--- src/sv/wsu_pkg.sv ---
`default_nettype none
// ----------------------------------------------------------------------------
// wsu_pkg: shared types and constants of the frame unmasker
// Token format carried from the header parser to the unmask stage.
// ----------------------------------------------------------------------------
package wsu_pkg;

  // Length codes that call for an extended length field
  localparam logic [6:0] LEN_CODE_16 = 7'd126;
  localparam logic [6:0] LEN_CODE_64 = 7'd127;

  // Header byte positions
  localparam logic [3:0] HDR_POS_FLAGS = 4'd0;
  localparam logic [3:0] HDR_POS_LEN   = 4'd1;
  localparam logic [3:0] HDR_POS_EXT   = 4'd2;
  // Last header position is HDR_POS_LAST_BASE + extended length bytes
  localparam logic [3:0] HDR_POS_LAST_BASE = 4'd5;

  // One pending result: raw byte, its mask byte and flags
  typedef struct packed {
    logic [7:0] data;
    logic [7:0] mask;
    logic       last;
    logic       err;
  } token_t;

endpackage : wsu_pkg
`default_nettype wire

--- src/sv/websocket_frame_unmasker.sv ---
`default_nettype none
// ----------------------------------------------------------------------------
// websocket_frame_unmasker: client-to-server frame deframer and unmasker
// Strips frame headers and unmasks payload bytes, one stream byte per cycle while full is low.
// ----------------------------------------------------------------------------
// Feed the received stream one byte per transfer on push/in_rx_byte; read
// unmasked payload bytes through empty/pop. The block takes one byte every
// cycle as long as full is low, and delivers one result per cycle as long as
// the reader keeps popping. Each header (flags byte, length byte, optional
// 16- or 64-bit big-endian extended length, 4 mask bytes) is consumed
// without producing results; every payload byte comes out XORed with the
// rotating mask, and the last byte of each frame carries out_frame_last.
// Empty frames produce nothing. A length byte without the mask bit produces
// a single result with out_frame_error set, and from then on all input is
// swallowed until reset. full rises only when QDEPTH results are queued
// behind an unread result register, so the total buffering is QDEPTH + 1
// results.
// ----------------------------------------------------------------------------
module websocket_frame_unmasker #(
  parameter int QDEPTH = 4
) (
  input  logic       clk,
  input  logic       rst_n,
  // stream in
  input  logic       push,
  output logic       full,
  input  logic [7:0] in_rx_byte,
  // results out
  output logic       empty,
  input  logic       pop,
  output logic [7:0] out_payload_byte,
  output logic       out_frame_last,
  output logic       out_frame_error
);
  import wsu_pkg::*;

  logic   take;       // input transfer this cycle
  token_t f_tok;      // token built by the parser
  logic   f_tok_valid;
  logic   q_full;
  logic   q_empty;
  logic   q_pop;
  token_t q_tok;

  // Input transfer: parser state advances on every accepted byte, results
  // go into the queue in the same edge.
  assign take = push && !q_full;
  assign full = q_full;

  // Front: header parsing and payload tagging
  wsu_front u_front (
    .clk       (clk),
    .rst_n     (rst_n),
    .take      (take),
    .rx_byte   (in_rx_byte),
    .tok       (f_tok),
    .tok_valid (f_tok_valid)
  );

  // Decoupling queue between parser and output side
  wsu_queue #(
    .DEPTH (QDEPTH)
  ) u_queue (
    .clk   (clk),
    .rst_n (rst_n),
    .push  (take && f_tok_valid),
    .wdata (f_tok),
    .full  (q_full),
    .pop   (q_pop),
    .rdata (q_tok),
    .empty (q_empty)
  );

  // Back: unmask and hold the result for the reader
  wsu_back u_back (
    .clk          (clk),
    .rst_n        (rst_n),
    .q_tok        (q_tok),
    .q_empty      (q_empty),
    .q_pop        (q_pop),
    .pop          (pop),
    .empty        (empty),
    .payload_byte (out_payload_byte),
    .frame_last   (out_frame_last),
    .frame_error  (out_frame_error)
  );

endmodule : websocket_frame_unmasker
`default_nettype wire

--- src/sv/wsu_front.sv ---
`default_nettype none
// ----------------------------------------------------------------------------
// wsu_front: frame header parser
// Walks each frame header, tracks remaining payload and tags payload bytes
// with their mask byte. Emits one token per result.
// ----------------------------------------------------------------------------
module wsu_front (
  input  logic            clk,
  input  logic            rst_n,
  input  logic            take,
  input  logic [7:0]      rx_byte,
  output wsu_pkg::token_t tok,
  output logic            tok_valid
);
  import wsu_pkg::*;

  typedef enum logic [1:0] {ST_HEADER, ST_PAYLOAD, ST_LOCKED} state_t;

  state_t      state_r, state_nxt;
  logic [3:0]  hdr_cnt_r, hdr_cnt_nxt;
  logic [6:0]  len_code_r, len_code_nxt;
  logic [63:0] len_r, len_nxt;       // remaining payload bytes
  logic [31:0] mask_r, mask_nxt;     // rotates left one byte per payload byte
  logic [3:0]  ext_bytes;

  always_comb begin
    if (len_code_r == LEN_CODE_16) begin
      ext_bytes = 4'd2;
    end else if (len_code_r == LEN_CODE_64) begin
      ext_bytes = 4'd8;
    end else begin
      ext_bytes = 4'd0;
    end
  end

  always_comb begin
    state_nxt    = state_r;
    hdr_cnt_nxt  = hdr_cnt_r;
    len_code_nxt = len_code_r;
    len_nxt      = len_r;
    mask_nxt     = mask_r;
    tok          = '0;
    tok.data     = rx_byte;
    tok.mask     = mask_r[31:24];
    tok_valid    = 1'b0;
    if (take) begin
      unique case (state_r)
        ST_HEADER: begin
          if (hdr_cnt_r == HDR_POS_FLAGS) begin
            hdr_cnt_nxt = HDR_POS_LEN;
          end else if (hdr_cnt_r == HDR_POS_LEN) begin
            if (!rx_byte[7]) begin
              // unmasked frame: report once and lock
              state_nxt = ST_LOCKED;
              tok_valid = 1'b1;
              tok.data  = '0;
              tok.mask  = '0;
              tok.err   = 1'b1;
            end else begin
              len_code_nxt = rx_byte[6:0];
              if (rx_byte[6:0] == LEN_CODE_16 || rx_byte[6:0] == LEN_CODE_64) begin
                len_nxt = '0;
              end else begin
                len_nxt = {57'd0, rx_byte[6:0]};
              end
              mask_nxt    = '0;
              hdr_cnt_nxt = HDR_POS_EXT;
            end
          end else begin
            if (hdr_cnt_r < HDR_POS_EXT + ext_bytes) begin
              len_nxt = {len_r[55:0], rx_byte};
            end else begin
              mask_nxt = {mask_r[23:0], rx_byte};
            end
            hdr_cnt_nxt = hdr_cnt_r + 4'd1;
            if (hdr_cnt_r == HDR_POS_LAST_BASE + ext_bytes) begin
              // last mask byte; empty frames go straight to the next header
              if (len_r == '0) begin
                hdr_cnt_nxt = HDR_POS_FLAGS;
              end else begin
                state_nxt = ST_PAYLOAD;
              end
            end
          end
        end
        ST_PAYLOAD: begin
          tok_valid = 1'b1;
          mask_nxt  = {mask_r[23:0], mask_r[31:24]};
          len_nxt   = len_r - 64'd1;
          if (len_r == 64'd1) begin
            tok.last    = 1'b1;
            state_nxt   = ST_HEADER;
            hdr_cnt_nxt = HDR_POS_FLAGS;
          end
        end
        default: begin
          // locked until reset
        end
      endcase
    end
  end

  always_ff @(posedge clk) begin
    if (!rst_n) begin
      state_r    <= ST_HEADER;
      hdr_cnt_r  <= '0;
      len_code_r <= '0;
      len_r      <= '0;
      mask_r     <= '0;
    end else begin
      state_r    <= state_nxt;
      hdr_cnt_r  <= hdr_cnt_nxt;
      len_code_r <= len_code_nxt;
      len_r      <= len_nxt;
      mask_r     <= mask_nxt;
    end
  end

endmodule : wsu_front
`default_nettype wire

--- src/sv/wsu_queue.sv ---
`default_nettype none
// ----------------------------------------------------------------------------
// wsu_queue: token queue between parser and unmask stage
// Small circular buffer; head entry is shown combinationally.
// ----------------------------------------------------------------------------
module wsu_queue #(
  parameter int DEPTH = 4
) (
  input  logic            clk,
  input  logic            rst_n,
  input  logic            push,
  input  wsu_pkg::token_t wdata,
  output logic            full,
  input  logic            pop,
  output wsu_pkg::token_t rdata,
  output logic            empty
);
  import wsu_pkg::*;

  localparam int PTR_W = (DEPTH > 1) ? $clog2(DEPTH) : 1;
  localparam int CNT_W = $clog2(DEPTH + 1);
  localparam logic [PTR_W-1:0] PTR_LAST = PTR_W'(DEPTH - 1);
  localparam logic [CNT_W-1:0] CNT_FULL = CNT_W'(DEPTH);

  token_t           mem_r [DEPTH];
  logic [PTR_W-1:0] wr_ptr_r, wr_ptr_nxt;
  logic [PTR_W-1:0] rd_ptr_r, rd_ptr_nxt;
  logic [CNT_W-1:0] cnt_r, cnt_nxt;

  assign full  = (cnt_r == CNT_FULL);
  assign empty = (cnt_r == '0);
  assign rdata = mem_r[rd_ptr_r];

  always_comb begin
    wr_ptr_nxt = wr_ptr_r;
    rd_ptr_nxt = rd_ptr_r;
    cnt_nxt    = cnt_r;
    if (push) begin
      wr_ptr_nxt = (wr_ptr_r == PTR_LAST) ? '0 : wr_ptr_r + 1'b1;
    end
    if (pop) begin
      rd_ptr_nxt = (rd_ptr_r == PTR_LAST) ? '0 : rd_ptr_r + 1'b1;
    end
    case ({push, pop})
      2'b10:   cnt_nxt = cnt_r + 1'b1;
      2'b01:   cnt_nxt = cnt_r - 1'b1;
      default: cnt_nxt = cnt_r;
    endcase
  end

  always_ff @(posedge clk) begin
    if (push) begin
      mem_r[wr_ptr_r] <= wdata;
    end
  end

  always_ff @(posedge clk) begin
    if (!rst_n) begin
      wr_ptr_r <= '0;
      rd_ptr_r <= '0;
      cnt_r    <= '0;
    end else begin
      wr_ptr_r <= wr_ptr_nxt;
      rd_ptr_r <= rd_ptr_nxt;
      cnt_r    <= cnt_nxt;
    end
  end

  a_cnt_bound: assert property (@(posedge clk) disable iff (!rst_n)
    cnt_r <= CNT_FULL)
    else $error("queue count above depth");

  a_cnt_grow: assert property (@(posedge clk) disable iff (!rst_n)
    push && !pop |=> cnt_r == $past(cnt_r) + 1'b1)
    else $error("queue count did not follow a lone push");

  a_no_underflow: assert property (@(posedge clk) disable iff (!rst_n)
    pop |-> cnt_r != '0)
    else $error("queue popped while empty");

endmodule : wsu_queue
`default_nettype wire

--- src/sv/wsu_back.sv ---
`default_nettype none
// ----------------------------------------------------------------------------
// wsu_back: unmask stage and result register
// Pulls tokens from the queue, XORs in the mask byte and holds the result.
// ----------------------------------------------------------------------------
module wsu_back (
  input  logic            clk,
  input  logic            rst_n,
  input  wsu_pkg::token_t q_tok,
  input  logic            q_empty,
  output logic            q_pop,
  input  logic            pop,
  output logic            empty,
  output logic [7:0]      payload_byte,
  output logic            frame_last,
  output logic            frame_error
);
  import wsu_pkg::*;

  logic       valid_r, valid_nxt;
  logic [7:0] data_r;
  logic       last_r;
  logic       err_r;

  // refill when the result register is free or drains this cycle
  assign q_pop = !q_empty && (!valid_r || pop);

  always_comb begin
    valid_nxt = valid_r;
    if (q_pop) begin
      valid_nxt = 1'b1;
    end else if (pop && valid_r) begin
      valid_nxt = 1'b0;
    end
  end

  always_ff @(posedge clk) begin
    if (q_pop) begin
      data_r <= q_tok.data ^ q_tok.mask;
      last_r <= q_tok.last;
      err_r  <= q_tok.err;
    end
  end

  always_ff @(posedge clk) begin
    if (!rst_n) begin
      valid_r <= 1'b0;
    end else begin
      valid_r <= valid_nxt;
    end
  end

  assign empty        = !valid_r;
  assign payload_byte = data_r;
  assign frame_last   = last_r;
  assign frame_error  = err_r;

endmodule : wsu_back
`default_nettype wire

--- config.mk ---
export PLATFORM = sky130hd
export DESIGN_NAME = websocket_frame_unmasker
export DESIGN_NICKNAME = d
export VERILOG_FILES = /design/src/sv/wsu_pkg.sv /design/src/sv/websocket_frame_unmasker.sv /design/src/sv/wsu_front.sv /design/src/sv/wsu_queue.sv /design/src/sv/wsu_back.sv
export SDC_FILE = /design/constraint.sdc
export NUM_CORES = 1
export LEC_CHECK = 0
export BUFFER_PORTS_ARGS = -buffer_cell sky130_fd_sc_hd__buf_4
export CAP_MARGIN = 20
export CORE_AREA = 2 2 129 131
export CTS_CLUSTER_SIZE = 40
export DETAILED_ROUTE_END_ITERATION = 6
export DIE_AREA = 0 0 131 133
export GPL_TIMING_DRIVEN = 0
export PLACE_DENSITY = 0.79
export SLEW_MARGIN = 20
export SYNTH_ARGS = -nofsm -noshare
export SYNTH_HDL_FRONTEND = slang
export SYNTH_SLANG_ARGS = --single-unit
--- constraint.sdc ---
create_clock -name clk -period 3.75 [get_ports clk]
set_input_delay 0.75 -clock clk [delete_from_list [all_inputs] [get_ports clk]]
set_output_delay 0.75 -clock clk [all_outputs]
set_load 0.02 [all_outputs]
==> flow_summary.ini <==
[run_status]
outcome = completed

[run]
max-cap-violations = 0

[layout]
final_cell_mix = dfxtp_1, nand2_1, nor2_1, a21oi_1, edfxtp_1
finalNonFillerCells = 1314
num-nets-final = 1106
syn_to_final_growth_pct = 11.78
ratio_of_cells_with_drive_above_1_in_the_final_layout_pct = 9.506
layout_commonest_cell = dfxtp_1
num_antenna_cells = 0

[placed_design]
portBuffers = 22
dp.final_hpwl_mm = 19.59
placed_cells = 1276
place.gp.congestion = 1.061

[global_routing]
overflow = 0
first_global_vias = 8383
grt_first_pass_wirelength_mm = 44.73
groute.usage.overall_pct = 32.91
antenna_found_initial = 0
grt_max_degree = 19

[timing]
unrepaired_setup_endpoints_after_global_routing = false
timing_max_transition_violations_final = 0
worst_slew_margin_rel_pct = 20.13
final_setup_violation_count = 0
top_achievable_clock_speed_mhz = 297.3
final_hold_vio_count = 0
fin_tns_setup_ns = 0
post-route-min-period_ns = 3.364
tightestPinTransition_ns = 1.187
period_share_pct = 89.69
worst_clock_skew_ns = 0.01887

[worst_setup_path]
crit_family = simple AND/OR/NAND/NOR gates
crit_required_ns = 4.12
timing.critical_path.slowest_cell_delay_ns = 0.96
timing.critical_path.buf_inv = 2
path_cells = inv_1 -> ha_1 -> nor3b_1 -> nand2_1 -> clkbuf_1 -> nor4_1 -> a21oi_1 -> o211ai_1 -> o21ai_0
crit_slowest_cell = nor4_1
critical_path.endpoint_type = flop
path_class = flop to flop
r2r_slack_ns = 0.39
critPathMaxFanout = 10
cp_data_arrival_time_ns = 3.74
start_kind = flop

[yosys]
synth.net_count = 1060
synth.distinct_cells = 81
syn-mean-instance-area_um2 = 9.574
netlist_area_mm2 = 0.009889
synthCells = 1033
asyncSetResetFlopFracSynth_pct = 0
synth-seq-cells = 201
ys_seq_area_share_pct = 48.99
ys_dominant_reg_cell = dfxtp_1
ys_warnings = 0
synth_edf_count = 82

[clocking]
postCtsHoldBufs = 0
cts_buffers = 21
clock-sinks = 201
post_cts_resize_count = 0
ctsLongestPathBuffers = 3
htree_num_levels = 1
cts_tree = done
clock_pin_slew_reported_for_the_worst_setup_and_hold_paths_after_clock_tree_synthesis_ns = 0.06
clk_root_buffer_cell = clkbuf_16
post_cts_buffers = 0
clk-insertion-delay-late_ns = 0.51

[routing]
firstDrtPassIters = 6
wirelength_mm = 28.45
wl_per_cell_um = 21.65
vias = 8737
drt-initial-drc-count = 1033
drc = 0
final_antenna_net_count = 0
avgViaCountPerCell = 6.649

[power]
power-per-cell-area_mw_per_mm2 = 628.2
leakagePower_uw = 0.003830
vdd_drop_max_uv = 373.0

[floorplanning]
placement_rows = 47
die_x_um = 131
io_pins = 24
die_area_mm2 = 0.01742
dieHeight_um = 133
initial_utilization_pct = 61.15
area_of_the_core_mm2 = 0.01617

[hold_path]
worstHoldPathType = flop to flop
worst reg2reg max path, delay by kind of cell (launching register included):
family	cells	cell delay, ns
compound gates	3	0.47
fa+ha+maj	1	0.22
buf+inv	2	0.44
flops	1	0.37
simple gates	3	1.72
cell usage after synthesis (7+ instances only):
| cell type | count | area share [%] |
|---|---|---|
| nor2_1 | 96 | 3.6 |
| and2_1 | 19 | 1.2 |
| nor4_1 | 16 | 1.0 |
| a32o_1 | 8 | 0.81 |
| o211ai_1 | 11 | 0.84 |
| mux2i_1 | 9 | 0.91 |
| inv_1 | 20 | 0.76 |
| xor2_1 | 35 | 3.1 |
| a21oi_1 | 90 | 4.6 |
| edfxtp_1 | 82 | 25 |
| clkbuf_1 | 51 | 1.9 |
| nand2b_1 | 7 | 0.44 |
| dfxtp_1 | 119 | 24 |
| a311oi_1 | 8 | 0.71 |
| a22o_1 | 10 | 0.89 |
| o31ai_1 | 10 | 0.76 |
| a211oi_1 | 8 | 0.61 |
| mux4_2 | 10 | 2.3 |
| buf_2 | 11 | 0.56 |
| a31oi_1 | 10 | 0.63 |
| nand4_1 | 9 | 0.57 |
| or3_1 | 12 | 0.76 |
| o21ai_0 | 53 | 2.7 |
| nand2_1 | 98 | 3.7 |
| a221oi_1 | 7 | 0.62 |
| and3_1 | 8 | 0.51 |
| nor3_1 | 44 | 2.2 |
| nand3_1 | 49 | 2.5 |
| ha_1 | 14 | 1.8 |
report_power, final:
part | switching [uW] | internal (uW)
combinational | 1520 | 713
sequential | 121 | 2440
clock | 867 | 1280
through the flow:
stage	total power, uW	area, um^2	hold WS [ns]	setup slack, ns	util (%)
after detailed placement	4747	10350	0.4471	0.6441	64.00
after CTS	6875	11050	0.4543	0.6084	68.36
after global placement	4714	10330	0.4408	0.2095	63.88
after global routing	7208	11050	0.4646	0.3006	68.36
after floorplan	4079	9889	0.4321	0.8443	-
final	6945	11050	0.4530	0.3865	68.36
logic make-up (layout without fill, tap and decap cells):
group | after synthesis | count (layout) | share of synthesized area, %
DFF | 201 | 201 | 48.99
and+or+nand+nor | 403 | 403 | 21.27
buffers and inverters | 90 | 151 | 3.631
xor gates and xnor gates | 37 | 37 | 3.277
AOI/OAI and AO/OA | 268 | 268 | 17.67
muxes | 19 | 19 | 3.188
adders and majority gates | 15 | 15 | 1.974
cell type report:
| type | instances | area [um^2] |
|---|---|---|
| plain buffers | 69 | 280.3 |
| inverters | 21 | 78.83 |
| repair buffers | 23 | 176.4 |
| multi-input cells | 742 | 4695 |
| clock inverters | 11 | 136.4 |
| clock buffers | 27 | 568.0 |
| fillers | 1258 | 5117 |
| well taps | 220 | 275.3 |
| flip-flops and latches | 201 | 4845 |
worst paths after layout:
| kind | startpoint | endpoint | cells past startpoint |
|---|---|---|---|
| worst max-delay path | u_front.len_r[1] | u_front.len_r[40] | 9 |
| worst min-delay path | u_front.mask_r[22] | u_front.mask_r[22] | 2 |
| worst max register to register | u_front.len_r[1] | u_front.len_r[40] | 9 |
| worst min register to register | u_front.mask_r[22] | u_front.mask_r[22] | 2 |
flip-flops by register name, indices dropped and copies added (netlist names), 3 cells and up, named ones only:
name,cells
u_queue.mem_r,72
u_front.len_r,64
u_front.mask_r,32
u_back.payload_byte,8
u_front.len_code_r,7
u_front.hdr_cnt_r,4
u_queue.cnt_r,3
layer usage:
| metal | track usage (%) | routed length [um] |
|---|---|---|
| met5 | 0 | 0 |
| met4 | 16.96 | 1406 |
| met3 | 5.378 | 2842 |
| met2 | 51.99 | 13270 |
| met1 | 43.48 | 10930 |
(Power assumes the default switching activity.)
